[config.mk]
export PLATFORM = sky130hd
export DESIGN_NAME = hgf_turn_div
export DESIGN_NICKNAME = d
export VERILOG_FILES = /design/src/rtl/core/hgf_turn_div.sv
export SDC_FILE = /design/constraint.sdc
export NUM_CORES = 2
export LEC_CHECK = 0
export ABC_AREA = 1
export BUFFER_PORTS_ARGS = -buffer_cell sky130_fd_sc_hd__buf_2
export CAP_MARGIN = 15
export CORE_MARGIN = 3
export CORE_UTILIZATION = 55
export CTS_CLUSTER_SIZE = 40
export DETAILED_ROUTE_END_ITERATION = 16
export HOLD_SLACK_MARGIN = 0.06
export PLACE_DENSITY = 0.7
export REMOVE_ABC_BUFFERS = 1
export SLEW_MARGIN = 20
export SYNTH_ARGS = -nofsm -noshare
export SYNTH_HDL_FRONTEND = slang
export SYNTH_SLANG_ARGS = --single-unit
[constraint.sdc]
create_clock -name clk_i -period 12 [get_ports clk_i]
set_input_delay 2.4 -clock clk_i [delete_from_list [all_inputs] [get_ports clk_i]]
set_output_delay 2.4 -clock clk_i [all_outputs]
set_load 0.01 [all_outputs]
[src/rtl/core/hgf_turn_div.sv]
// ----------------------------------------------------------------------------
// hgf_turn_div: divide by 360 through reciprocal multiplication
// Multiplies the numerator by ceil(2^K/360) in 16-bit chunks, one chunk per
// cycle, and keeps the low 32 bits of the quotient.
// ----------------------------------------------------------------------------
module hgf_turn_div #(
  parameter int unsigned NUM_W = 43
) (
  input  logic             clk_i,
  input  logic             rst_ni,
  input  logic             start_i,
  input  logic [NUM_W-1:0] num_i,
  output logic             done_o,
  output logic [31:0]      quot_o
);

  // exact floor for every NUM_W-bit numerator: error of the reciprocal < 2^9
  localparam int unsigned K   = NUM_W + 9;
  localparam int unsigned RW  = NUM_W + 1;
  localparam int unsigned CH  = 16;
  localparam int unsigned NCH = (RW + CH - 1) / CH;
  localparam int unsigned RPW = NCH * CH;
  localparam int unsigned AW  = NUM_W + RPW;
  localparam int unsigned CW  = $clog2(NCH);
  localparam logic [63:0]     Recip64 = ((64'd1 << K) + 64'd359) / 64'd360;
  localparam logic [RPW-1:0]  Recip   = RPW'(Recip64);

  logic [NUM_W-1:0]    num_q;
  logic [AW-1:0]       acc_q, acc_d;
  logic [CW-1:0]       cnt_q;
  logic                busy_q, done_q;
  logic [CH-1:0]       chunk;
  logic [NUM_W+CH-1:0] prod;

  // walk the reciprocal from its top chunk down
  assign chunk = Recip[cnt_q*CH +: CH];
  assign prod  = (NUM_W+CH)'(num_q) * (NUM_W+CH)'(chunk);
  assign acc_d = (acc_q << CH) + AW'(prod);

  always_ff @(posedge clk_i or negedge rst_ni) begin
    if (!rst_ni) begin
      busy_q <= 1'b0;
      done_q <= 1'b0;
      cnt_q  <= '0;
    end else begin
      done_q <= 1'b0;
      if (start_i) begin
        busy_q <= 1'b1;
        cnt_q  <= CW'(NCH - 1);
      end else if (busy_q) begin
        cnt_q <= cnt_q - 1'b1;
        if (cnt_q == '0) begin
          busy_q <= 1'b0;
          done_q <= 1'b1;
        end
      end
    end
  end

  always_ff @(posedge clk_i) begin
    if (start_i) begin
      num_q <= num_i;
      acc_q <= '0;
    end else if (busy_q) begin
      acc_q <= acc_d;
    end
  end

  assign done_o = done_q;
  assign quot_o = acc_q[K +: 32];

endmodule

* Word-level counts from Yosys, hierarchy flattened
Index checks and enable logic that the tools add are counted.
** Storage, ports and cells
- Bits in read-only memories :: 0
- Word-level logic and storage cells :: 19
- RAM bits :: 0
- Latch bits :: 0
- Memories :: 0
- Register bits after elaboration :: 131
** Operators by class
- Magnitude comparators :: 0
- Shift-type cells :: 1
- Add/subtract/negate cells :: 2
- Eq/ne operators :: 0
- Reductions and logical operators :: 2
- Bitwise operators :: 0
- Multipliers :: 1
- Divide/modulo/power cells :: 0
- Mux-type cells :: 8
** Operator list (number)
- $add 84x59->84 :: 1
- $mul 43x16->59 :: 1
- $shiftx 48x7->16 const A :: 1
- $mux 1 :: 6
- $mux 2 :: 2
- $logic_not 2->1 :: 1
- $reduce_bool 2->1 :: 1
- $sub 2x1->2 const B :: 1

* Longest topological paths before layout
- Depth after elaboration :: 4
- Mapped depth :: 37
- Depth with buffers taken out :: 33

* Worst setup path after synthesis
No wires, ideal clock.
- Path type :: register -> register
- Start point :: register cnt_q[1]
- End point :: register acc_q[80]
- Cell stages (with the launch flop) :: 34
- Required time :: 11.883 ns
- Clock period less this slack :: 6.488 ns
- Arrival :: 6.371 ns
- Buffers on the path :: 4
- Slack :: 5.512 ns
- Path through :: dfrtp_1 inv_1 buf_1 ha_1 clkbuf_1 clkbuf_1 buf_1 nand2_1 nand2_1 fa_1 fa_1 inv_1 fa_1 inv_1 fa_1 fa_1 inv_1 fa_1 inv_1 ha_1 nand2_1 inv_1 nand2_2 inv_2 nand2_2 nor2_2 and2_1 nand2_1 nand3_2 nand2_1 nand3_1 nand2_1 nor2_1 nor2_1
** Between the ends
- Longest elaborated chain between the ends :: 3
** Ends and longest elaborated chain
- start, declared :: RTL line 30 : logic [CW-1:0] cnt_q;
- start signal, assigned :: RTL line 49 : cnt_q <= CW'(NCH - 1);
- start signal, assigned :: RTL line 51 : cnt_q <= cnt_q - 1'b1;
- $shiftx 48x7->16 :: RTL line 36 : assign chunk = Recip[cnt_q*CH +: CH];
- $mul 43x16->59 :: RTL line 37 : assign prod = (NUM_W+CH)'(num_q) * (NUM_W+CH)'(chunk);
- $add 84x59->84 :: RTL line 38 : assign acc_d = (acc_q << CH) + AW'(prod);
- end signal, assigned :: RTL line 63 : acc_q <= '0;
- end signal, assigned :: RTL line 65 : acc_q <= acc_d;
- end, declared :: RTL line 29 : logic [AW-1:0] acc_q, acc_d;
Every way passes these cells.
A chain may end at the register's enable or synchronous reset.

* Worst setup path in the final report
- Start point :: register cnt_q[1]
- End point :: register acc_q[39]
The elaborated chain is that of the path after synthesis.

==> flow_metrics.tcl <==
set metrics [dict create \
    hold_viol 0 \
    tightest_slew_ps 1068 \
    via_per_inst 5.001 \
    avgRoutedWirePerCell_um 17.86 \
    worst_hold_path_type "reg2reg" \
    yosys.area.top_type "fa_1" \
    end_kind "flip-flop" \
    antenna_found_initial 0 \
    fmax_mhz 123.0 \
    slew_viol_final 0 \
    cts_setup_buffers 0 \
    drt_pass1_iterations 6 \
    min_period_over_period_pct 67.73 \
    finalSetupTns_ps 0 \
    die_height_um 234.2 \
    synth_area_per_cell_um2 7.518 \
    io_pins 79 \
    drive_gt1_share_pct 6.400 \
    skew_ps 16.42 \
    layout.cells.non_filler 4524 \
    ys.flop_type "dfxtp_1" \
    synth_common_cells "inv_1, nand2_1, fa_1" \
    worstSetupStartpointType "flip-flop" \
    slowest_stage "buf_4" \
    syn2layout_area_growth_pct 5.085 \
    ys_ff_latch 131 \
    yosysMostFrequentCell "inv_1" \
    cpMostUsedCell "inv_1" \
    arrival_ps 8580 \
    dp_cells 4492 \
    rsz0062_at_grt "no" \
    synth_edf_count 43 \
    hpwl_um 70400 \
    status "complete, no violations" \
    core_mm2 0.05141 \
    grt_pass1_wl_um 128600 \
    clkLatencyLatePin_ps 500 \
    dieArea_mm2 0.05485 \
    wirelength_um 80820 \
    yosys_warnings 0 \
    ctsHoldBuffers 0 \
    synth_area_leaders "fa_1, inv_1, nand2_1" \
    slowest_delay_ps 620 \
    start_util_pct 55.72 \
    clock_sinks 131 \
    setup_viol 0 \
    antenna_cells 0 \
    drc 0 \
    syn_area_mm2 0.02864 \
    async_reset_ff_share_pct 3.053 \
    path_max_fanout 68 \
    yosys.area.top_type_share_pct 36.27 \
    cts_buffers 17 \
    slew_headroom_pct 28.78 \
    cts_resized 0 \
    cts_buffer_depth 2 \
    busiest_layer "met2" \
    clk_pin_slew_ps 80 \
    die_w_um 234.2 \
    synth_cell_types 38 \
    numPortBuffers 78 \
    grt_start_max_net_pins 73 \
    vias 22625 \
    cts_tree "built" \
    cts-root-buf "clkbuf_16" \
    drtAntennaViolNets 0 \
    netlist_instances 3810 \
    nFillCells 4840 \
    grtUsageMet1_pct 40.37 \
    grt-ovfl-total 0 \
    use_met3_pct 4.337 \
    seq_area_frac_synth_pct 10.73 \
    drt_iter0_drc 1721 \
    fp-row-count 83 \
    required_ps 12450 \
    grtUsageMet2_pct 53.78 \
    nNetsFinal 4598 \
    cts_max_level 4 \
    drv_cap 0 \
    place.gp.congestion 1.013 \
    grt_pass1_vias 23081 \
    grt.total_usage_pct 31.28 \
    period_minus_slack_ps 8128 \
    crit_type "reg2reg" \
]
path summary, 6_finish.rpt:
| path | from | to | slack [ps] | depth (start not counted) |
|---|---|---|---|---|
| worst min register to register | acc_q[24] | acc_q[24] | 500 | 2 |
| worst min-delay path | acc_q[24] | acc_q[24] | 500 | 2 |
| min in group asynchronous | rst_ni | cnt_q[1] | 1720 | 1 |
| worst max-delay path | cnt_q[1] | acc_q[39] | 3870 | 30 |
| worst max register to register | cnt_q[1] | acc_q[39] | 3870 | 30 |
| max in group asynchronous | rst_ni | busy_q | 10110 | 1 |
worst max-delay path: cells and delay by family, from the launching register on:
| family | cells | cell delay (ps) |
|---|---|---|
| AOI/OAI and AO/OA | 1 | 130 |
| and+or+nand+nor | 8 | 1270 |
| xor gates and xnor gates | 2 | 600 |
| buffers and inverters | 11 | 1990 |
| DFF | 1 | 360 |
| adders and majority gates | 8 | 3640 |
metal layers:
metal	vias to the layer above	wire (um)
met3	151	4947
met1	10768	33080
met4	0	3130
li1	10883	-
met2	823	39660
met5	-	0
layout make-up:
type                            instances  area (um^2)  area share (%)
Timing Repair Buffer                   86        452.9           1.505
Sequential cell                       131         3074           10.21
Multi-Input combinational cell       2337        20410           67.83
Inverter                             1258         4722           15.69
Clock inverter                         15        158.9          0.5279
Clock buffer                           17        425.4           1.413
Tap cell                              680        850.8           2.827
cell usage in the layout (no fill, tap or decap), types with 6 or more instances in the layout:
master | synthesis | final
nand3_1 | 82 | 82
nand2_1 | 861 | 861
xnor2_1 | 11 | 11
o21ai_0 | 63 | 63
edfxtp_1 | 43 | 43
buf_4 | 32 | 9
dfxtp_1 | 84 | 84
inv_2 | 8 | 9
fa_1 | 519 | 519
inv_1 | 1250 | 1249
nand3_2 | 12 | 12
ha_1 | 202 | 200
clkbuf_16 | 0 | 17
nor2_1 | 234 | 234
nand2_2 | 33 | 33
o21bai_1 | 24 | 24
xor2_1 | 86 | 86
nor3_1 | 14 | 14
buf_2 | 2 | 77
nor3_2 | 6 | 6
nand4_1 | 7 | 7
nor2_2 | 36 | 36
a31o_2 | 23 | 23
nor4_1 | 7 | 7
a21oi_1 | 93 | 93
cell families (layout without fill, tap and decap cells):
group                    after synthesis  count (layout)  synth area share (%)
XOR/XNOR                              97              97                 2.966
flip-flops                           131             131                 10.73
buffers and inverters               1342            1376                 18.02
AO/OA/AOI/OAI                        213             213                 4.294
adder cells (fa/ha/maj)              721             721                 45.10
AND/OR/NAND/NOR                     1306            1306                 18.90
sequential cells by signal, summed over array words and instances, names as in the netlist:
name	cells
cnt_q	2
busy_q	1
num_q	43
done_o	1
acc_q	84
metrics by stage:
stage	hold slack, ps	area, um^2	setup slack, ps	utilization, %
global placement	467.2	29510	4089	57.42
floorplan	449.2	28200	4613	-
finish	497.1	30100	3872	58.55
detailed placement	488.4	29510	4091	57.42
global route	527.8	30100	3543	58.55
CTS	505.2	30100	4046	58.55
Power is not shown: default switching activity piles up to over one toggle a cycle in this logic, so the estimate is an artifact.
