<file path="config.mk">
export PLATFORM = sky130hd
export DESIGN_NAME = hgf_isqrt
export DESIGN_NICKNAME = d
export VERILOG_FILES = /design/src/rtl/core/hgf_isqrt.sv
export SDC_FILE = /design/constraint.sdc
export NUM_CORES = 1
export LEC_CHECK = 0
export BUFFER_PORTS_ARGS = -buffer_cell sky130_fd_sc_hd__buf_2
export CORE_UTILIZATION = 29
export DETAILED_ROUTE_END_ITERATION = 6
export GPL_ROUTABILITY_DRIVEN = 0
export GPL_TIMING_DRIVEN = 0
export PLACE_DENSITY = 0.53
export SYNTH_ARGS = -nofsm -noshare
export SYNTH_HDL_FRONTEND = slang
export SYNTH_SLANG_ARGS = --single-unit
</file>
<file path="constraint.sdc">
create_clock -name clk_i -period 8.3 [get_ports clk_i]
set_input_delay 0.83 -clock clk_i [delete_from_list [all_inputs] [get_ports clk_i]]
set_output_delay 0.83 -clock clk_i [all_outputs]
set_load 0.02 [all_outputs]
</file>
<file path="src/rtl/core/hgf_isqrt.sv">
// ----------------------------------------------------------------------------
// hgf_isqrt: iterative integer square root
// Floor square root of a 64-bit value, two radicand bits per cycle.
// ----------------------------------------------------------------------------
module hgf_isqrt (
  input  logic        clk_i,
  input  logic        rst_ni,
  input  logic        start_i,
  input  logic [63:0] arg_i,
  output logic        done_o,
  output logic [31:0] root_o
);

  logic [63:0] v_q, r_q, probe_q;
  logic [63:0] sum;
  logic        ge;
  logic        busy_q, done_q;

  assign sum = r_q + probe_q;
  assign ge  = v_q >= sum;

  always_ff @(posedge clk_i or negedge rst_ni) begin
    if (!rst_ni) begin
      busy_q <= 1'b0;
      done_q <= 1'b0;
    end else begin
      done_q <= 1'b0;
      if (start_i) begin
        busy_q <= 1'b1;
      end else if (busy_q && probe_q[0]) begin
        busy_q <= 1'b0;
        done_q <= 1'b1;
      end
    end
  end

  always_ff @(posedge clk_i) begin
    if (start_i) begin
      v_q     <= arg_i;
      r_q     <= '0;
      probe_q <= 64'h4000_0000_0000_0000;
    end else if (busy_q) begin
      probe_q <= probe_q >> 2;
      if (ge) begin
        v_q <= v_q - sum;
        r_q <= (r_q >> 1) + probe_q;
      end else begin
        r_q <= r_q >> 1;
      end
    end
  end

  assign done_o = done_q;
  assign root_o = r_q[31:0];

endmodule

</file>
* Yosys cells after proc, flatten, opt, wreduce, memory -nomap -nowiden *
Cells that the tools add are included.
Widths: inputs -> output; s select.

word-level totals
  register bits after elaboration = 162
  bits of input ports = 67
  word-level logic and storage cells = 22

cells by class
  add/subtract/negate cells = 3
  magnitude comparators = 1
  mux-type cells = 8
  reductions and logical operators = 5

operator list
  cell               number
  $mux 64            4
  $add 63x63->64     1
  $add 64x63->64     1
  $ge 64x64->1       1
  $sub 64x64->64     1
  $reduce_bool 2->1  3
  $mux 1             4
  $reduce_and 2->1   1
  $logic_and 1x1->1  1

* Longest topological paths before layout *
Gate-level depths: netlist of run 1.

  depth in word-level cells = 5
  mapped depth = 28
  depth with buffers taken out = 25

* Worst setup path before layout of run 1 *
No wires, ideal clock.

  path type = flip-flop to flip-flop
  start point = reg r_q[2]
  end point = reg v_q[0], enable pin
  library setup time = 0.432 ns
  data arrival time = 6.046 ns
  slack = 1.821 ns
  stages on the path, launching flop included = 24
  path buffers = 2
  path through = dfxtp_1 -> ha_1 -> a31o_2 -> a31oi_1 -> o21ai_2 -> a21oi_1 -> o31ai_4 -> a21oi_1 -> o31ai_2 -> a21o_1 -> a21oi_1 -> o21bai_1 -> xnor2_1 -> ha_1 -> clkbuf_1 -> nand4_1 -> nor3_1 -> nand4_1 -> o31ai_1 -> a221oi_1 -> o41ai_1 -> buf_2 -> nand2_1 -> nand2b_1

between the ends
  word-level cells in the longest chain between the ends = 4

RTL lines
  item                                line  RTL
  start: declaration                  14    logic [63:0] v_q, r_q, probe_q;
  start signal: assignment            46    r_q <= (r_q >> 1) + probe_q;
  start signal: assignment            48    r_q <= r_q >> 1;
  $add 64x63->64                      19    assign sum = r_q + probe_q;
  $ge 64x64->1                        20    assign ge = v_q >= sum;
  $reduce_bool 2->1 (no source line)  -
  $reduce_and 2->1 (no source line)   -
  end signal: assignment              39    v_q <= arg_i;
  end signal: assignment              45    v_q <= v_q - sum;
  end: declaration                    14

Every way passes these cells.
A chain may end at the register's enable or synchronous reset.

* Final worst setup path of run 1 *
  start point = reg r_q[14]
  end point = reg v_q[31], enable pin

Same word-level chain as after synthesis.

==> results of run 1 <==
## power breakdown
| group | total (mW) | internal [mW] | switching (mW) |
|---|---|---|---|
| logic | 3.61 | 1.34 | 2.27 |
| clock network | 0.859 | 0.473 | 0.386 |
| registers | 1.30 | 1.14 | 0.159 |
| total | 5.77 | 2.95 | 2.82 |
## sequential cells by signal (all words and copies together), names as in the netlist
| name | cells |
|---|---|
| busy_q | 1 |
| probe_q | 32 |
| r_q | 64 |
| v_q | 64 |
| done_o | 1 |
## metal layers
metal,vias up,routed length [um]
li1,7243,-
met1,7038,24600
met2,469,23800
met3,69,2430
met4,0,1050
met5,-,0
## metrics by stage
step           std cells  setup slack, ns  util [%]  hold slack [ns]
3_3_place_gp        2681            -1.09      32.0            0.525
6_report            2714            0.612      33.2            0.134
5_1_grt             2714           0.0995      33.2            0.115
4_1_cts             2714            0.710      33.2            0.110
3_5_place_dp        2682            0.745      32.0            0.520
2_1_floorplan       1903             1.82         -            0.458
## kinds of logic after synthesis
| kind of cell | synth area share (%) |
|---|---|
| compound gates | 27.4 |
| simple gates | 19.0 |
| mux | 2.82 |
| xor+xnor | 8.82 |
| buf+inv | 5.21 |
| flops | 25.8 |
| fa+ha+maj | 10.9 |
## worst paths after layout
check,start,to,slack (ns),depth (start not counted)
worst max-delay path,r_q[14],v_q[31],0.61,24
worst min-delay path,rst_ni,busy_q,0.13,1
worst max register to register,r_q[14],v_q[31],0.61,24
worst min register to register,probe_q[62],probe_q[62],0.53,1
max in group asynchronous,rst_ni,done_o,8.08,1
min in group clk_i,probe_q[62],probe_q[62],0.53,1
## synth_stat cells (all sizes together), types with 11 or more instances
library cell  instances  area, um^2
nor2b                32         200
or3                  20         125
edfxtp               64        1920
buf                  54         370
nand2b               11        68.8
a31oi                56         350
ha                  130        1630
and2                 13        83.8
a211oi               29         228
and3                 17         106
a21oi               127         662
o31ai                13         116
nor3                 23         120
a21boi               13        97.6
mux2i                38         380
nor2                204         768
a21o                 56         420
nand3                23         115
xor2                 84         736
inv                  32         120
dfxtp                96        1920
o21bai               42         315
xnor2                68         596
a311oi               23         219
nand4                37         231
nand2               217         815
o21ai               167         866
nor4                 13        87.6
clkbuf               78         293
## worst max-delay path, stage by stage (launching register included)
cell,delay (ns)
dfxtp_1,0.44
ha_1,0.41
nand4_1,0.16
nand2b_1,0.23
o221ai_1,0.34
o21ai_0,0.32
o41ai_2,0.66
a41o_1,0.31
and3_1,0.26
or2_1,0.26
nand4_1,0.15
a21boi_1,0.17
xnor2_1,0.09
ha_1,0.41
and4_1,0.37
nand2_1,0.09
nor3_1,0.35
nand4_1,0.26
o31ai_1,0.28
a221oi_1,0.14
o41ai_1,0.14
buf_2,0.40
nand2_1,0.24
nand2b_4,0.49
buf_12,0.29
## final cells by class
class	instances	area, um^2	share of cell area, %
Multi-Input combinational cell	1576	10400	61.0
Sequential cell	162	3890	22.8
Tap cell	680	851	4.98
Buffer	132	663	3.88
Timing Repair Buffer	99	510	2.99
Clock buffer	22	507	2.97
Inverter	33	124	0.725
Clock inverter	10	105	0.615
==> impl_results.md, run 1 <==
* TritonCTS Sinks at 162
* Clock Tree Root: clkbuf_16
* First-pass GRT wire length at 80500 um
* Avg WL per Cell at ~19 um
* Unrepaired setup endpoints after global routing: false
* P&R area growth vs syn at 13.1%
* Startpoint Class: flop
* Net count after synthesis at roughly 2100
* Most frequent cells in the layout: nand2_1 (217), nor2_1 (203), o21ai_0 (154)
* GRT overflow at 0
* Pleak at ~7 nW
* Final-stage net count at 2219
* Seq/Total Area, Yosys at 25.8%
* Clock buffer depth at 2
* Core box area at approximately 50000 um^2
* Peak Freq at 130 MHz
* Setup TNS Final at 0 ns
* Slew headroom at 13.4%
* Met2 GRT Util at 31.9%
* Synth Instances at about 1900
* Dpl cell area at approximately 16000 um^2
* Reg clk slew, reported paths at 0.08 ns
* Status: finished clean
* Vias in the first global route at about 14000
* Largest net degree at the start of global routing at 37
* Worst skew pair latency at 0.47 ns
* Syn Area/Cell at 7.93 um^2
* Worst EP required at 8.44 ns
* Post-DP HPWL at between 40000 and 50000 um
* Power Total at 5.77 mW
* Number of synthesized register bits at 162
* Routed via count at roughly 15000
* Slew of the pin with the lowest slew margin at 1.30 ns
* Fin crit share at 92.6%
* Diode count at 0
* VDD IR-drop max at around 150 uV
* Fin crit period at 7.69 ns
* Max-cap violations at 0
* Worst Setup End Kind: flop
* M1 GR Usage at 26.1%
* Vias/cell at about 5.5
* Iteration-0 DRC Markers at 1117
* Port bufs at 98
* Netlist cell types at 89
* Grt peak-use layer: met2
* Synth warnings at 0
* Design area at 17100 um^2
* Post-synth EDFFs at 64
* Crit path arrival time at slightly below 8 ns
* IO Count at 100
* Final Skew at 0.0145 ns
* Drt drc at 0
* Async set-reset flop share out of synthesis at 1.23%
* Die ar. at 53000 um^2
* Hold Fails Final Rpt at 0
* Cell Rows at 83
* Mapped Area at 15100 um^2
* Max-slew violation count at 0
* # hold bufs at CTS at 0
* Finish-stage setup viols at 0
* Antenna violations before repair at 0
* Kind of critical path: flop to flop
* Setup bufs post-CTS at 0
* CTS tree: built
* M3 GR Usage at under 10%
* Most common cell after layout, fill and taps aside: nand2_1
* Hold Crit Class: primary input to async pin
* Routed wire length at 51900 um
* Global-route usage over all layers at between 15 and 20%
* Fill cells at 5449
* H-tree Lvls at 4
* Antenna-violating nets left at 0
* Pre-antenna DRT Iters at 6
* Die Width at 230 um
* Post-synth top flop: dfxtp_1
* Die extent in y at 230 um
* Layout cells sized above 1 at 11.4%
* Worst Path Max Fanout at 36
* CTS Buf Count at 17
* Power per cell area at 338 nW/um^2
* Initial Util at slightly below 30%
* Post-cts gate resize count at 0
Note: power is estimated with default switching activity, not from simulation.
==> inputs of run 2 (changes only) <==
--- a/config.mk
+++ b/config.mk
@@ -6,11 +6,12 @@
 export NUM_CORES = 1
 export LEC_CHECK = 0
 export BUFFER_PORTS_ARGS = -buffer_cell sky130_fd_sc_hd__buf_2
-export CORE_UTILIZATION = 29
+export CORE_ASPECT_RATIO = 1.25
+export CORE_UTILIZATION = 35
 export DETAILED_ROUTE_END_ITERATION = 6
 export GPL_ROUTABILITY_DRIVEN = 0
 export GPL_TIMING_DRIVEN = 0
-export PLACE_DENSITY = 0.53
+export PLACE_DENSITY = 0.6
 export SYNTH_ARGS = -nofsm -noshare
 export SYNTH_HDL_FRONTEND = slang
 export SYNTH_SLANG_ARGS = --single-unit
==> impl_results.md, run 2 (same netlist as run 1, synthesis figures left out) <==
* Sequential Area at 3890 um^2 (unchanged)
* Routed wire length at 49400 um (was 51900 um)
* Largest regs: r_q (64), v_q (64), probe_q (32) (unchanged)
* TritonCTS Sinks at 162 (unchanged)
* Most common cell after layout, fill and taps aside: nand2_1 (unchanged)
* Worst-path cell with the longest stage delay: clkbuf_1 (was o41ai_2)
* Pre-antenna DRT Iters at 5 (was 6)
* Post-cts gate resize count at 0 (unchanged)
* # hold bufs at CTS at 0 (unchanged)
* Worst EP required at 8.64 ns (was 8.44 ns)
* Design area at 16900 um^2 (was 17100 um^2)
* Max incr delay on CP at 0.72 ns (was 0.66 ns)
* Hold Crit Class: primary input to async pin (unchanged)
* Post-DP HPWL at 38200 um (was 40400 um)
* Unrepaired setup endpoints after global routing: false (unchanged)
* Dpl cell area at 16300 um^2 (was 16500 um^2)
* Slew headroom at 9.46% (was 13.4%)
* Fin crit share at 94.1% (was 92.6%)
* Layout cells sized above 1 at 11.5% (was 11.4%)
* Crit path cell chain: ha_1 -> nand4_1 -> nor3_1 -> a211o_1 -> o21ai_0 -> o41ai_2 -> a41o_1 -> and3_1 -> or2_1 -> nand4_1 -> a21boi_1 -> xnor2_1 -> ha_1 -> and4_1 -> nand2_1 -> nor3_1 -> nand4_1 -> o31ai_1 -> a221oi_1 -> o41ai_1 -> buf_2 -> clkbuf_1 -> nand2_1 -> a311oi_1 (was ha_1 -> nand4_1 -> nand2b_1 -> o221ai_1 -> o21ai_0 -> o41ai_2 -> a41o_1 -> and3_1 -> or2_1 -> nand4_1 -> a21boi_1 -> xnor2_1 -> ha_1 -> and4_1 -> nand2_1 -> nor3_1 -> nand4_1 -> o31ai_1 -> a221oi_1 -> o41ai_1 -> buf_2 -> nand2_1 -> nand2b_4 -> buf_12)
* Max-cap violations at 0 (unchanged)
* Die Width at 188 um (was 230 um)
* Fin crit period at 7.81 ns (was 7.69 ns)
* Worst Setup End Kind: flop (unchanged)
* P&R area growth vs syn at 12.1% (was 13.1%)
* H-tree Lvls at 4 (unchanged)
* Startpoint Class: flop (unchanged)
* Top cell by count, worst path: nand4_1 (unchanged)
* Die extent in y at 234 um (was 230 um)
* Worst Path Buf+Inv at 2 (unchanged)
* Post-route core utilization at 40.0% (was 33.2%)
* Cell Rows at 84 (was 83)
* Reg clk slew, reported paths at 0.08 ns (about the same)
* Finish-stage setup viols at 0 (unchanged)
* Port bufs at 98 (unchanged)
* Final-stage net count at 2219 (unchanged)
* Clock Tree Root: clkbuf_16 (unchanged)
* Antenna violations before repair at 0 (unchanged)
* Multi-input gate area at 10400 um^2 (unchanged)
* Clock buffer depth at 2 (unchanged)
* Vias in the first global route at 14200 (about the same)
* Most frequent cells in the layout: nand2_1 (217), nor2_1 (203), o21ai_0 (154) (unchanged)
* Largest net degree at the start of global routing at 39 (was 37)
* Slew of the pin with the lowest slew margin at 1.36 ns (was 1.30 ns)
* Setup bufs post-CTS at 0 (unchanged)
* CTS tree: built (unchanged)
* Final Worst Setup Slack at 0.489 ns (was 0.612 ns)
* CP Launch Point: r_q[6] (was r_q[14])
* Antenna-violating nets left at 0 (unchanged)
* Avg WL per Cell at 19.1 um (about the same)
* Hold Fails Final Rpt at 0 (unchanged)
* Hold Slack at 0.128 ns (was 0.134 ns)
* R2r startpoint: r_q[6] (was r_q[14])
* Crit path arrival time at 8.15 ns (was 7.83 ns)
* Worst skew pair latency at 0.47 ns (about the same)
* First-pass GRT wire length at 77000 um (was 80500 um)
* Drt drc at 0 (unchanged)
* Global-route usage over all layers at 22.3% (was 19.4%)
* Die ar. at 44000 um^2 (was 53000 um^2)
* Setup TNS Final at 0 ns (unchanged)
* Pleak at 6.92 nW (about the same)
* Routed via count at 14800 (about the same)
* Worst Path Max Fanout at 10 (was 36)
* VDD IR-drop max at 175 uV (was 154 uV)
* Core box area at 42400 um^2 (was 51400 um^2)
* CTS Buf Count at 17 (unchanged)
* Non-filler instance count after layout at 2594 (was 2714)
* Power per cell area at 338 nW/um^2 (about the same)
* Peak Freq at 128 MHz (was 130 MHz)
* Vias/cell at 5.70 (was 5.46)
* Inst Count DP at 2561 (was 2682)
* Max-slew violation count at 0 (unchanged)
* DP Worst Slack at 0.630 ns (was 0.745 ns)
* Initial Util at 35.6% (was 29.4%)
* Iteration-0 DRC Markers at 1119 (was 1117)
* Power Total at 5.72 mW (was 5.77 mW)
* Final Skew at 0.0201 ns (was 0.0145 ns)
* Fill cells at 4385 (was 5449)
* Status: finished clean (unchanged)
* IO Count at 100 (unchanged)
* Kind of critical path: flop to flop (unchanged)
* GRT overflow at 0 (unchanged)
* Dominant delay contributor by cell family on the critical path: simple AND/OR/NAND/NOR gates (unchanged)
==> run 2: final timing paths <==
path	to	cells after the start	slack, ns
min	busy_q	1	0.13
min in group clk_i	done_o	2	0.53
max reg2reg	r_q[58]	24	0.49
max	r_q[58]	24	0.49
max in group asynchronous	done_o	1	8.07
min reg2reg	done_o	2	0.53
==> run 2: layer usage <==
layer  routed length [um]  global-route usage, %
met1                21100                   26.9
met2                23600                   38.8
met3                 2680                   3.20
met4                 2090                   11.3
met5                    0                      0
==> run 2: final cells by class <==
cell class	count	share of cell area (%)
flip-flops and latches	162	23.0
repair buffers	99	3.02
inverters	33	0.732
clock buffers	18	2.66
multi-input cells	1576	61.6
diodes	1	0.0148
well taps	559	4.13
plain buffers	132	3.92
clock inverters	14	0.924
==> run 2: where the power goes <==
group	leakage, nW	switching, mW	internal [mW]
registers	1.47	0.158	1.14
clock network	0.298	0.403	0.447
logic	5.15	2.24	1.34
