File: src/rtl/core/hgf_pkg.sv
// ----------------------------------------------------------------------------
// hgf_pkg: shared types and constants of the haversine geofence check
// Datapath widths, CORDIC control types and the arctangent table in turns.
// ----------------------------------------------------------------------------
package hgf_pkg;

  // width of CORDIC x/y/z registers and of stored Q30 values
  localparam int unsigned DW = 34;
  // width of one multiplier operand
  localparam int unsigned MW = 33;
  // width of an index into the arctangent table
  localparam int unsigned IW = 5;

  // 1/K in Q30, the rotation start value
  localparam logic signed [DW-1:0] InvGain = 34'sd652032874;
  // circumference of the 6371 km sphere in metres, Q6
  localparam logic signed [MW-1:0] CircQ6 = 33'sd2561931110;
  // half circumference in whole metres, the distance ceiling
  localparam logic [24:0] HalfCircM = 25'd20015087;
  // 1.0 in Q30
  localparam logic [30:0] Q30One = 31'h4000_0000;

  typedef enum logic {
    CORDIC_ROTATE,
    CORDIC_VECTOR
  } cordic_mode_e;

  typedef struct packed {
    logic         start;
    cordic_mode_e mode;
  } cordic_ctrl_t;

  // atan(2^-i) in binary angle, 2^32 per full turn
  function automatic logic signed [DW-1:0] atan_turn(input logic [IW-1:0] idx);
    logic signed [DW-1:0] val;
    case (idx)
      5'd0:  val = 34'sd536870912;
      5'd1:  val = 34'sd316933406;
      5'd2:  val = 34'sd167458907;
      5'd3:  val = 34'sd85004756;
      5'd4:  val = 34'sd42667331;
      5'd5:  val = 34'sd21354465;
      5'd6:  val = 34'sd10679838;
      5'd7:  val = 34'sd5340245;
      5'd8:  val = 34'sd2670163;
      5'd9:  val = 34'sd1335087;
      5'd10: val = 34'sd667544;
      5'd11: val = 34'sd333772;
      5'd12: val = 34'sd166886;
      5'd13: val = 34'sd83443;
      5'd14: val = 34'sd41722;
      5'd15: val = 34'sd20861;
      5'd16: val = 34'sd10430;
      5'd17: val = 34'sd5215;
      5'd18: val = 34'sd2608;
      5'd19: val = 34'sd1304;
      5'd20: val = 34'sd652;
      5'd21: val = 34'sd326;
      5'd22: val = 34'sd163;
      5'd23: val = 34'sd81;
      5'd24: val = 34'sd41;
      5'd25: val = 34'sd20;
      5'd26: val = 34'sd10;
      5'd27: val = 34'sd5;
      5'd28: val = 34'sd3;
      5'd29: val = 34'sd1;
      5'd30: val = 34'sd1;
      default: val = 34'sd0;
    endcase
    return val;
  endfunction

endpackage

File: src/rtl/core/hgf_cordic.sv
// ----------------------------------------------------------------------------
// hgf_cordic: shared CORDIC unit
// One micro-rotation per cycle, rotation mode for sin/cos, vectoring for atan.
// ----------------------------------------------------------------------------
module hgf_cordic #(
  parameter int unsigned ITER = 28
) (
  input  logic                         clk_i,
  input  logic                         rst_ni,
  input  hgf_pkg::cordic_ctrl_t        ctrl_i,
  input  logic signed [hgf_pkg::DW-1:0] x_i,
  input  logic signed [hgf_pkg::DW-1:0] y_i,
  input  logic signed [hgf_pkg::DW-1:0] z_i,
  output logic                         done_o,
  output logic signed [hgf_pkg::DW-1:0] x_o,
  output logic signed [hgf_pkg::DW-1:0] y_o,
  output logic signed [hgf_pkg::DW-1:0] z_o
);

  localparam int unsigned CW = $clog2(ITER + 1);

  logic signed [hgf_pkg::DW-1:0] x_q, y_q, z_q, xs, ys, at;
  hgf_pkg::cordic_mode_e         mode_q;
  logic [CW-1:0]                 cnt_q;
  logic [hgf_pkg::IW-1:0]        idx;
  logic                          busy_q, done_q, sigma;

  assign idx   = cnt_q[hgf_pkg::IW-1:0];
  assign xs    = x_q >>> idx;
  assign ys    = y_q >>> idx;
  assign at    = hgf_pkg::atan_turn(idx);
  // turn counterclockwise when the residual says so
  assign sigma = (mode_q == hgf_pkg::CORDIC_ROTATE) ? !z_q[hgf_pkg::DW-1]
                                                    : y_q[hgf_pkg::DW-1];

  always_ff @(posedge clk_i or negedge rst_ni) begin
    if (!rst_ni) begin
      busy_q <= 1'b0;
      done_q <= 1'b0;
      cnt_q  <= '0;
    end else begin
      done_q <= 1'b0;
      if (ctrl_i.start) begin
        busy_q <= 1'b1;
        cnt_q  <= '0;
      end else if (busy_q) begin
        cnt_q <= cnt_q + 1'b1;
        if (cnt_q == CW'(ITER - 1)) begin
          busy_q <= 1'b0;
          done_q <= 1'b1;
        end
      end
    end
  end

  always_ff @(posedge clk_i) begin
    if (ctrl_i.start) begin
      x_q    <= x_i;
      y_q    <= y_i;
      z_q    <= z_i;
      mode_q <= ctrl_i.mode;
    end else if (busy_q) begin
      if (sigma) begin
        x_q <= x_q - ys;
        y_q <= y_q + xs;
        z_q <= z_q - at;
      end else begin
        x_q <= x_q + ys;
        y_q <= y_q - xs;
        z_q <= z_q + at;
      end
    end
  end

  assign done_o = done_q;
  assign x_o    = x_q;
  assign y_o    = y_q;
  assign z_o    = z_q;

endmodule

File: config.mk
export PLATFORM = sky130hd
export DESIGN_NAME = hgf_cordic
export DESIGN_NICKNAME = d
export VERILOG_FILES = /design/src/rtl/core/hgf_pkg.sv /design/src/rtl/core/hgf_cordic.sv
export SDC_FILE = /design/constraint.sdc
export NUM_CORES = 1
export LEC_CHECK = 0
export BUFFER_PORTS_ARGS = -buffer_cell sky130_fd_sc_hd__buf_4
export CAP_MARGIN = 5
export CELL_PAD_IN_SITES_DETAIL_PLACEMENT = 1
export CELL_PAD_IN_SITES_GLOBAL_PLACEMENT = 1
export CORE_UTILIZATION = 35
export DETAILED_ROUTE_END_ITERATION = 10
export PLACE_DENSITY = 0.74
export SYNTH_ARGS = -nofsm -noshare
export SYNTH_HDL_FRONTEND = slang
export SYNTH_SLANG_ARGS = --single-unit
File: constraint.sdc
create_clock -name clk_i -period 7.16 [get_ports clk_i]
set_input_delay 0.358 -clock clk_i [delete_from_list [all_inputs] [get_ports clk_i]]
set_output_delay 0.358 -clock clk_i [all_outputs]
set_load 0.005 [all_outputs]
# ---- Word-level counts from Yosys, hierarchy flattened
# Memories as Yosys holds them, arrays and structs flattened.
# Index checks and enable logic that the tools add are counted.
dict set report totals {
  register_bits 110
  romBits 960
  input_bits 106
  output_inout_bits 103
  wordCells 38
  mem_count 1
}
# memory depth width read_ports rd_clocked_by_memory_dff write_ports line
set mem_list {}
lappend mem_list {{(name not given)} 32 30 1 0 0 hgf_pkg.sv:36} ;# case (idx)
dict set report op_classes {
  add_sub_neg 7
  eq_ne 1
  n_shift 2
  n_mux 18
  reduce_logical 2
}
# operator n
set ops {}
lappend ops {{$mux 34} 9}
lappend ops {{$add 34x34->34} 3}
lappend ops {{$sub 34x34->34} 3}
lappend ops {{$sshr 34x5->34} 2}
lappend ops {{$mux 5} 2}
lappend ops {{$mux 1} 7}
lappend ops {{$add 5x1->5 const B} 1}
lappend ops {{$eq 5x5->1 const B} 1}
lappend ops {{$reduce_bool 2->1} 1}
lappend ops {{$logic_not 1->1} 1}

# ---- Depth between registers and ports, before layout
dict set report logic_depth {
  word_depth 5
  mapped_depth 29
  ltp_nobuf 23
}

# ---- Worst setup path after synthesis
# OpenSTA, ideal clock, no wires.
dict set report synth_timing {
  kind {register to register}
  start {register cnt_q[0]}
  end {register z_q, in the netlist z_o[32] (data pin)}
  setup_ns 0.267
  arrival_time_ns 6.503
  t_required_ns 6.893
  slack_ns 0.390
  stages_incl_launch_ff 26
  path_buffers 6
  period_less_slack_ns 6.770
  cell_sequence {dfrtp_1 > buf_6 > buf_4 > inv_2 > buf_4 > buf_2 > buf_2 > ha_1 > nand2b_1 > a31oi_1 > a221oi_1 > nor4b_2 > and4_1 > a41o_1 > clkbuf_1 > xnor2_1 > ha_1 > and3_1 > a221o_1 > a221o_1 > o221ai_1 > a41oi_1 > or4b_2 > a31oi_1 > xor2_1 > o21ai_0}
}
dict set report synth_via {
  elab_chain_cells 5
  elab_cells_between_ends 6
  cone_classes {add/sub (2); mux (3); memory (1)}
}
# element line
set synth_lines {}
lappend synth_lines {{start, declared} hgf_cordic.sv:24} ;# logic [CW-1:0] cnt_q;
lappend synth_lines {{start signal, assigned} hgf_cordic.sv:47} ;# cnt_q <= cnt_q + 1'b1;
lappend synth_lines {{$mem_v2 32x30 *} -}
lappend synth_lines {{$add 34x34->34 / $sub 34x34->34 (equally long branches)} {hgf_cordic.sv:70, hgf_cordic.sv:66}}
lappend synth_lines {{$mux 34 *} hgf_cordic.sv:63} ;# if (sigma) begin
lappend synth_lines {{$mux 34 *} hgf_cordic.sv:62} ;# end else if (busy_q) begin
lappend synth_lines {{$mux 34 *} hgf_cordic.sv:57} ;# if (ctrl_i.start) begin
lappend synth_lines {{end signal, assigned} hgf_cordic.sv:60} ;# z_q <= z_i;
lappend synth_lines {{end signal, assigned} hgf_cordic.sv:66} ;# z_q <= z_q - at;
lappend synth_lines {{end signal, assigned} hgf_cordic.sv:70} ;# z_q <= z_q + at;
lappend synth_lines {{end, declared} hgf_cordic.sv:22} ;# logic signed [hgf_pkg::DW-1:0] x_q, y_q, z_q, xs, ys, at;
# Every way passes the cells marked *; elsewhere a longest branch is shown, timed or not. The select of a mux whose other input is x is not followed.
# A chain may end at the register's enable or synchronous reset.

# ---- Final worst setup path
dict set report layout_timing {
  start {register cnt_q[1]}
  end {register y_q, in the netlist y_o[33] (data pin)}
}
dict set report layout_via {
  elab_chain_cells 5
  elab_cells_between_ends 6
  cone_classes {add/sub (2); shift (1); mux (3)}
}
# element line
set layout_lines {}
lappend layout_lines {{$sshr 34x5->34 *} hgf_cordic.sv:29} ;# assign xs = x_q >>> idx;
lappend layout_lines {{$sub 34x34->34 / $add 34x34->34 (equally long branches)} {hgf_cordic.sv:69, hgf_cordic.sv:65}}
lappend layout_lines {{$mux 34 *} hgf_cordic.sv:63}
lappend layout_lines {{$mux 34 *} hgf_cordic.sv:62}
lappend layout_lines {{$mux 34 *} hgf_cordic.sv:57}
lappend layout_lines {{end signal, assigned} hgf_cordic.sv:59} ;# y_q <= y_i;
lappend layout_lines {{end signal, assigned} hgf_cordic.sv:65} ;# y_q <= y_q + xs;
lappend layout_lines {{end signal, assigned} hgf_cordic.sv:69} ;# y_q <= y_q - xs;
lappend layout_lines {{end, declared} hgf_cordic.sv:22}
# Marked as above.

==> insert_results.sql <==
INSERT INTO impl_metrics (metric_group, metric, value, unit) VALUES
('run_status', 'run_status', 'finished, final reports clean', ''),
('finish', 'finish.net_count', '2381', ''),
('yosys', 'postSynthRegisterBits', '110', ''),
('yosys', 'synth_warnings', '0', ''),
('sta', 'fin_skew', '15.0', 'ps'),
('yosys', 'synth_top_family_by_area', 'compound AO/OA/AOI/OAI gates', ''),
('global_route', 'grt_use_total', '28.0', '%'),
('yosys', 'synth-edff-count', '103', ''),
('worst_hold_path', 'timing.hold.worst_path_depth', '1', ''),
('worst_setup_path', 'crit_path_end_kind', 'flip-flop', ''),
('die', 'std_cell_rows', '81', ''),
('clock_network', 'tritoncts_buffers', '9', ''),
('yosys', 'synth_flop_cell', 'sky130_fd_sc_hd__edfxtp_1', ''),
('clock_network', 'cts.path.max_buffers', '2', ''),
('place', 'finalWeightedCongestion', '1.02', ''),
('place', 'placed_area', '0.0196', 'mm^2'),
('global_route', 'grt_remaining_overflow', '0', ''),
('yosys', 'synth_area', '0.0173', 'mm^2'),
('routing', 'first_iter_violations', '1337', ''),
('worst_setup_path', 'timing.critical_path.required', '7330', 'ps'),
('clock_network', 'cts_tree', 'built', ''),
('worst_setup_path', 'cp_max_fo', '88', ''),
('clock_network', 'clock_sink_count', '110', ''),
('yosys', 'syn_inst_count', '2001', ''),
('worst_hold_path', 'path_type_of_the_worst_min_delay_path', 'in2reg', ''),
('sta', 'hold_violations', '0', ''),
('yosys', 'syn_avg_cell_area', '8.63', 'um^2'),
('die', 'ios', '209', ''),
('yosys', 'synthXorXnorAreaFrac', '8.35', '%'),
('routing', 'post_drt_wl_per_cell', '25.2', 'um'),
('routing', 'antenna_violating_nets_post_route', '0', ''),
('sta', 'timing.final.setup_violations', '0', ''),
('finish', 'layout-area-overhead-vs-synth', '15.3', '%'),
('yosys', 'share_of_synthesized_flip_flops_with_an_asynchronous_set_or_reset', '6.36', '%'),
('worst_setup_path', 'crit_path_start_kind', 'flip-flop', ''),
('yosys', 'synth.area.mux_share', '17.7', '%'),
('yosys', 'ys_seq_area_share', '18.9', '%'),
('run', 'maxCapViolations', '0', ''),
('yosys', 'post_synthesis_compound_gate_area_fraction', '24.6', '%'),
('clock_network', 'clock-root-buffer', 'sky130_fd_sc_hd__clkbuf_16', ''),
('yosys', 'synthSimpleGateAreaFrac', '17.0', '%'),
('yosys', 'synthAdderAreaFrac', '8.53', '%'),
('sta', 'slew_at_the_pin_closest_to_its_max_slew_limit', '1310', 'ps'),
('place', 'numPortBuffers', '208', ''),
('worst_setup_path', 'worst-setup-path-type', 'reg2reg', ''),
('clock_network', 'htreeDepth', '3', ''),
('global_route', 'grt_max_degree', '93', ''),
('finish', 'num_antenna_cells', '0', ''),
('worst_setup_path', 'reg2reg_depth', '20', ''),
('sta', 'max-slew-margin-rel', '12.2', '%'),
('yosys', 'synth.lib_cells_used.distinct', '111', ''),
('global_route', 'global_route_wire_length_before_repair', '108', 'mm'),
('worst_setup_path', 'cp_data_arrival_time', '6910', 'ps'),
('routing', 'drt_pass1_iterations', '6', ''),
('place', 'place.detailed.hpwl', '56.2', 'mm'),
('sta', 'grt_setup_unrepaired', 'no', ''),
('sta', 'layout_worst_path_cycle_share', '94.2', '%'),
('sta', 'max_freq', '148', 'MHz'),
('sta', 'slew_viol_final', '0', ''),
('finish', 'fraction_of_layout_cells_with_a_size_suffix_above_1', '21.7', '%'),
('routing', 'total_length_of_routed_wires', '71.2', 'mm'),
('sta', 'layout_min_cycle_time', '6740', 'ps'),
('global_route', 'grt_antenna_before_repair', '0', ''),
('clock_network', 'worst_skew_pair.late_latency', '410', 'ps'),
('die', 'dieWidth', '224', 'um'),
('routing', 'remaining_drc_errors', '0', ''),
('global_route', 'vias_in_the_first_global_route', '17937', ''),
('clock_network', 'clk_transition_reported_paths', '90', 'ps'),
('routing', 'vias', '17500', ''),
('die', 'die-area', '0.0502', 'mm^2'),
('sta', 'setup_tns', '0', 'ps'),
('die', 'die_y', '224', 'um'),
('routing', 'drt-vias-per-instance', '6.19', ''),
('finish', 'final_design_area_no_fill', '0.0199', 'mm^2'),
('die', 'placeableCoreArea', '0.0487', 'mm^2'),
('die', 'initial_core_util', '35.4', '%'),
('yosys', 'synth_fp_nets', '2222', '');
[repair_timing]
item,CTS,global route
setup buffers,0,0
setup endpoints to repair,0,2
gates resized for setup,0,4
hold buffers,1,0
endpoints found under the hold margin,7,0
[per-stage QoR]
| stage | std cells | setup slack, ps | hold WS (ps) | util, % |
|---|---|---|---|---|
| 2_1_floorplan | 2001 | 390 | 62.4 | - |
| 3_3_place_gp | 2812 | 690 | 188 | 40.2 |
| 3_5_place_dp | 2812 | 514 | 188 | 40.2 |
| 4_1_cts | 2829 | 471 | 125 | 40.8 |
| 5_1_grt | 2829 | 87.6 | 127 | 40.8 |
| 6_report | 2829 | 416 | 139 | 40.8 |
[placed cells by master, fill, tap and decap left out, types with 27 or more instances in the layout]
master / Yosys / routed
sky130_fd_sc_hd__nand3_1: 37 / 37
sky130_fd_sc_hd__nor2_1: 128 / 127
sky130_fd_sc_hd__o21ai_0: 167 / 167
sky130_fd_sc_hd__nand2_1: 227 / 227
sky130_fd_sc_hd__mux2i_1: 62 / 60
sky130_fd_sc_hd__xnor2_1: 97 / 97
sky130_fd_sc_hd__a211oi_1: 30 / 30
sky130_fd_sc_hd__a21oi_1: 135 / 135
sky130_fd_sc_hd__a21o_1: 52 / 52
sky130_fd_sc_hd__mux2_2: 37 / 37
sky130_fd_sc_hd__buf_4: 7 / 263
sky130_fd_sc_hd__xor2_1: 65 / 65
sky130_fd_sc_hd__ha_1: 112 / 112
sky130_fd_sc_hd__inv_1: 57 / 56
sky130_fd_sc_hd__nand2b_1: 27 / 27
sky130_fd_sc_hd__a31oi_1: 31 / 31
sky130_fd_sc_hd__mux4_2: 80 / 80
sky130_fd_sc_hd__edfxtp_1: 103 / 103
[state kept, by name, summed over array words and instances, names as in the netlist]
signal,cells
busy_q,1
cnt_q,5
done_o,1
mode_q,1
x_o,34
y_o,34
z_o,34
[routing by layer]
layer,track usage [%],vias to the layer above,share of wire (%)
met4,13.1,0,4.5
met1,34.3,8797,41
met3,4.79,183,5.6
li1,-,7948,-
met5,0,-,0
met2,47.7,572,48
[synth_stat cells (37+ instances only)]
master	number	area share, %
sky130_fd_sc_hd__nand2_1	227	4.9
sky130_fd_sc_hd__o21ai_0	167	4.8
sky130_fd_sc_hd__a21oi_1	135	3.9
sky130_fd_sc_hd__nor2_1	128	2.8
sky130_fd_sc_hd__ha_1	112	8.1
sky130_fd_sc_hd__edfxtp_1	103	18
sky130_fd_sc_hd__xnor2_1	97	4.9
sky130_fd_sc_hd__mux4_2	80	10
sky130_fd_sc_hd__xor2_1	65	3.3
sky130_fd_sc_hd__mux2i_1	62	3.6
sky130_fd_sc_hd__inv_1	57	1.2
sky130_fd_sc_hd__a21o_1	52	2.3
sky130_fd_sc_hd__clkbuf_1	49	1.1
sky130_fd_sc_hd__mux2_2	37	2.4
sky130_fd_sc_hd__nand3_1	37	1.1
[worst max-delay path, cell delays in order, from the launching register on]
cell and delay, ps:
sky130_fd_sc_hd__dfrtp_4 550, sky130_fd_sc_hd__buf_12 230, sky130_fd_sc_hd__nor2_1 230, sky130_fd_sc_hd__mux2i_1 600, sky130_fd_sc_hd__mux2i_1 360, sky130_fd_sc_hd__a211o_1 440, sky130_fd_sc_hd__or3_1 380, sky130_fd_sc_hd__or3_1 450
sky130_fd_sc_hd__o41ai_1 360, sky130_fd_sc_hd__xnor2_1 190, sky130_fd_sc_hd__ha_1 330, sky130_fd_sc_hd__a21o_1 190, sky130_fd_sc_hd__a21o_1 170, sky130_fd_sc_hd__a21oi_1 170, sky130_fd_sc_hd__o21ai_0 100, sky130_fd_sc_hd__a21oi_1 400
sky130_fd_sc_hd__o21ai_0 150, sky130_fd_sc_hd__o21ai_0 350, sky130_fd_sc_hd__o21ai_0 200, sky130_fd_sc_hd__or4_1 430, sky130_fd_sc_hd__o211a_1 140
[area by class of cell]
| type | count | area [um^2] |
|---|---|---|
| timing repair buffer | 271 | 2110 |
| multi-input combinational | 1708 | 13200 |
| clock buffer | 10 | 229 |
| sequential | 110 | 3280 |
| inverter | 60 | 225 |
| clock inverter | 6 | 62.6 |
| tap | 664 | 831 |
| fill | 5805 | 28800 |
[worst paths after layout]
kind	start	end	slack [ps]
worst max-delay path	cnt_q[1]$_DFFE_PN0P_	y_o[33]$_DFFE_PP_	420
worst min-delay path	ctrl_i[0]	mode_q$_DFFE_PP_	140
worst max register to register	cnt_q[1]$_DFFE_PN0P_	y_o[33]$_DFFE_PP_	420
worst min register to register	busy_q$_DFF_PN0_	cnt_q[2]$_DFFE_PN0P_	690
max in group asynchronous	rst_ni	cnt_q[0]$_DFFE_PN0P_	6650
min in group asynchronous	rst_ni	cnt_q[1]$_DFFE_PN0P_	350
[kinds of logic after synthesis]
| family | Yosys count |
|---|---|
| flip-flops | 110 |
| buffers and inverters | 183 |
| XOR/XNOR | 163 |
| AND/OR/NAND/NOR | 596 |
| adder cells (fa/ha/maj) | 116 |
| multiplexers | 194 |
| AO/OA/AOI/OAI | 639 |
Power is not shown: default switching activity piles up to over one toggle a cycle in this logic, so the estimate is an artifact.
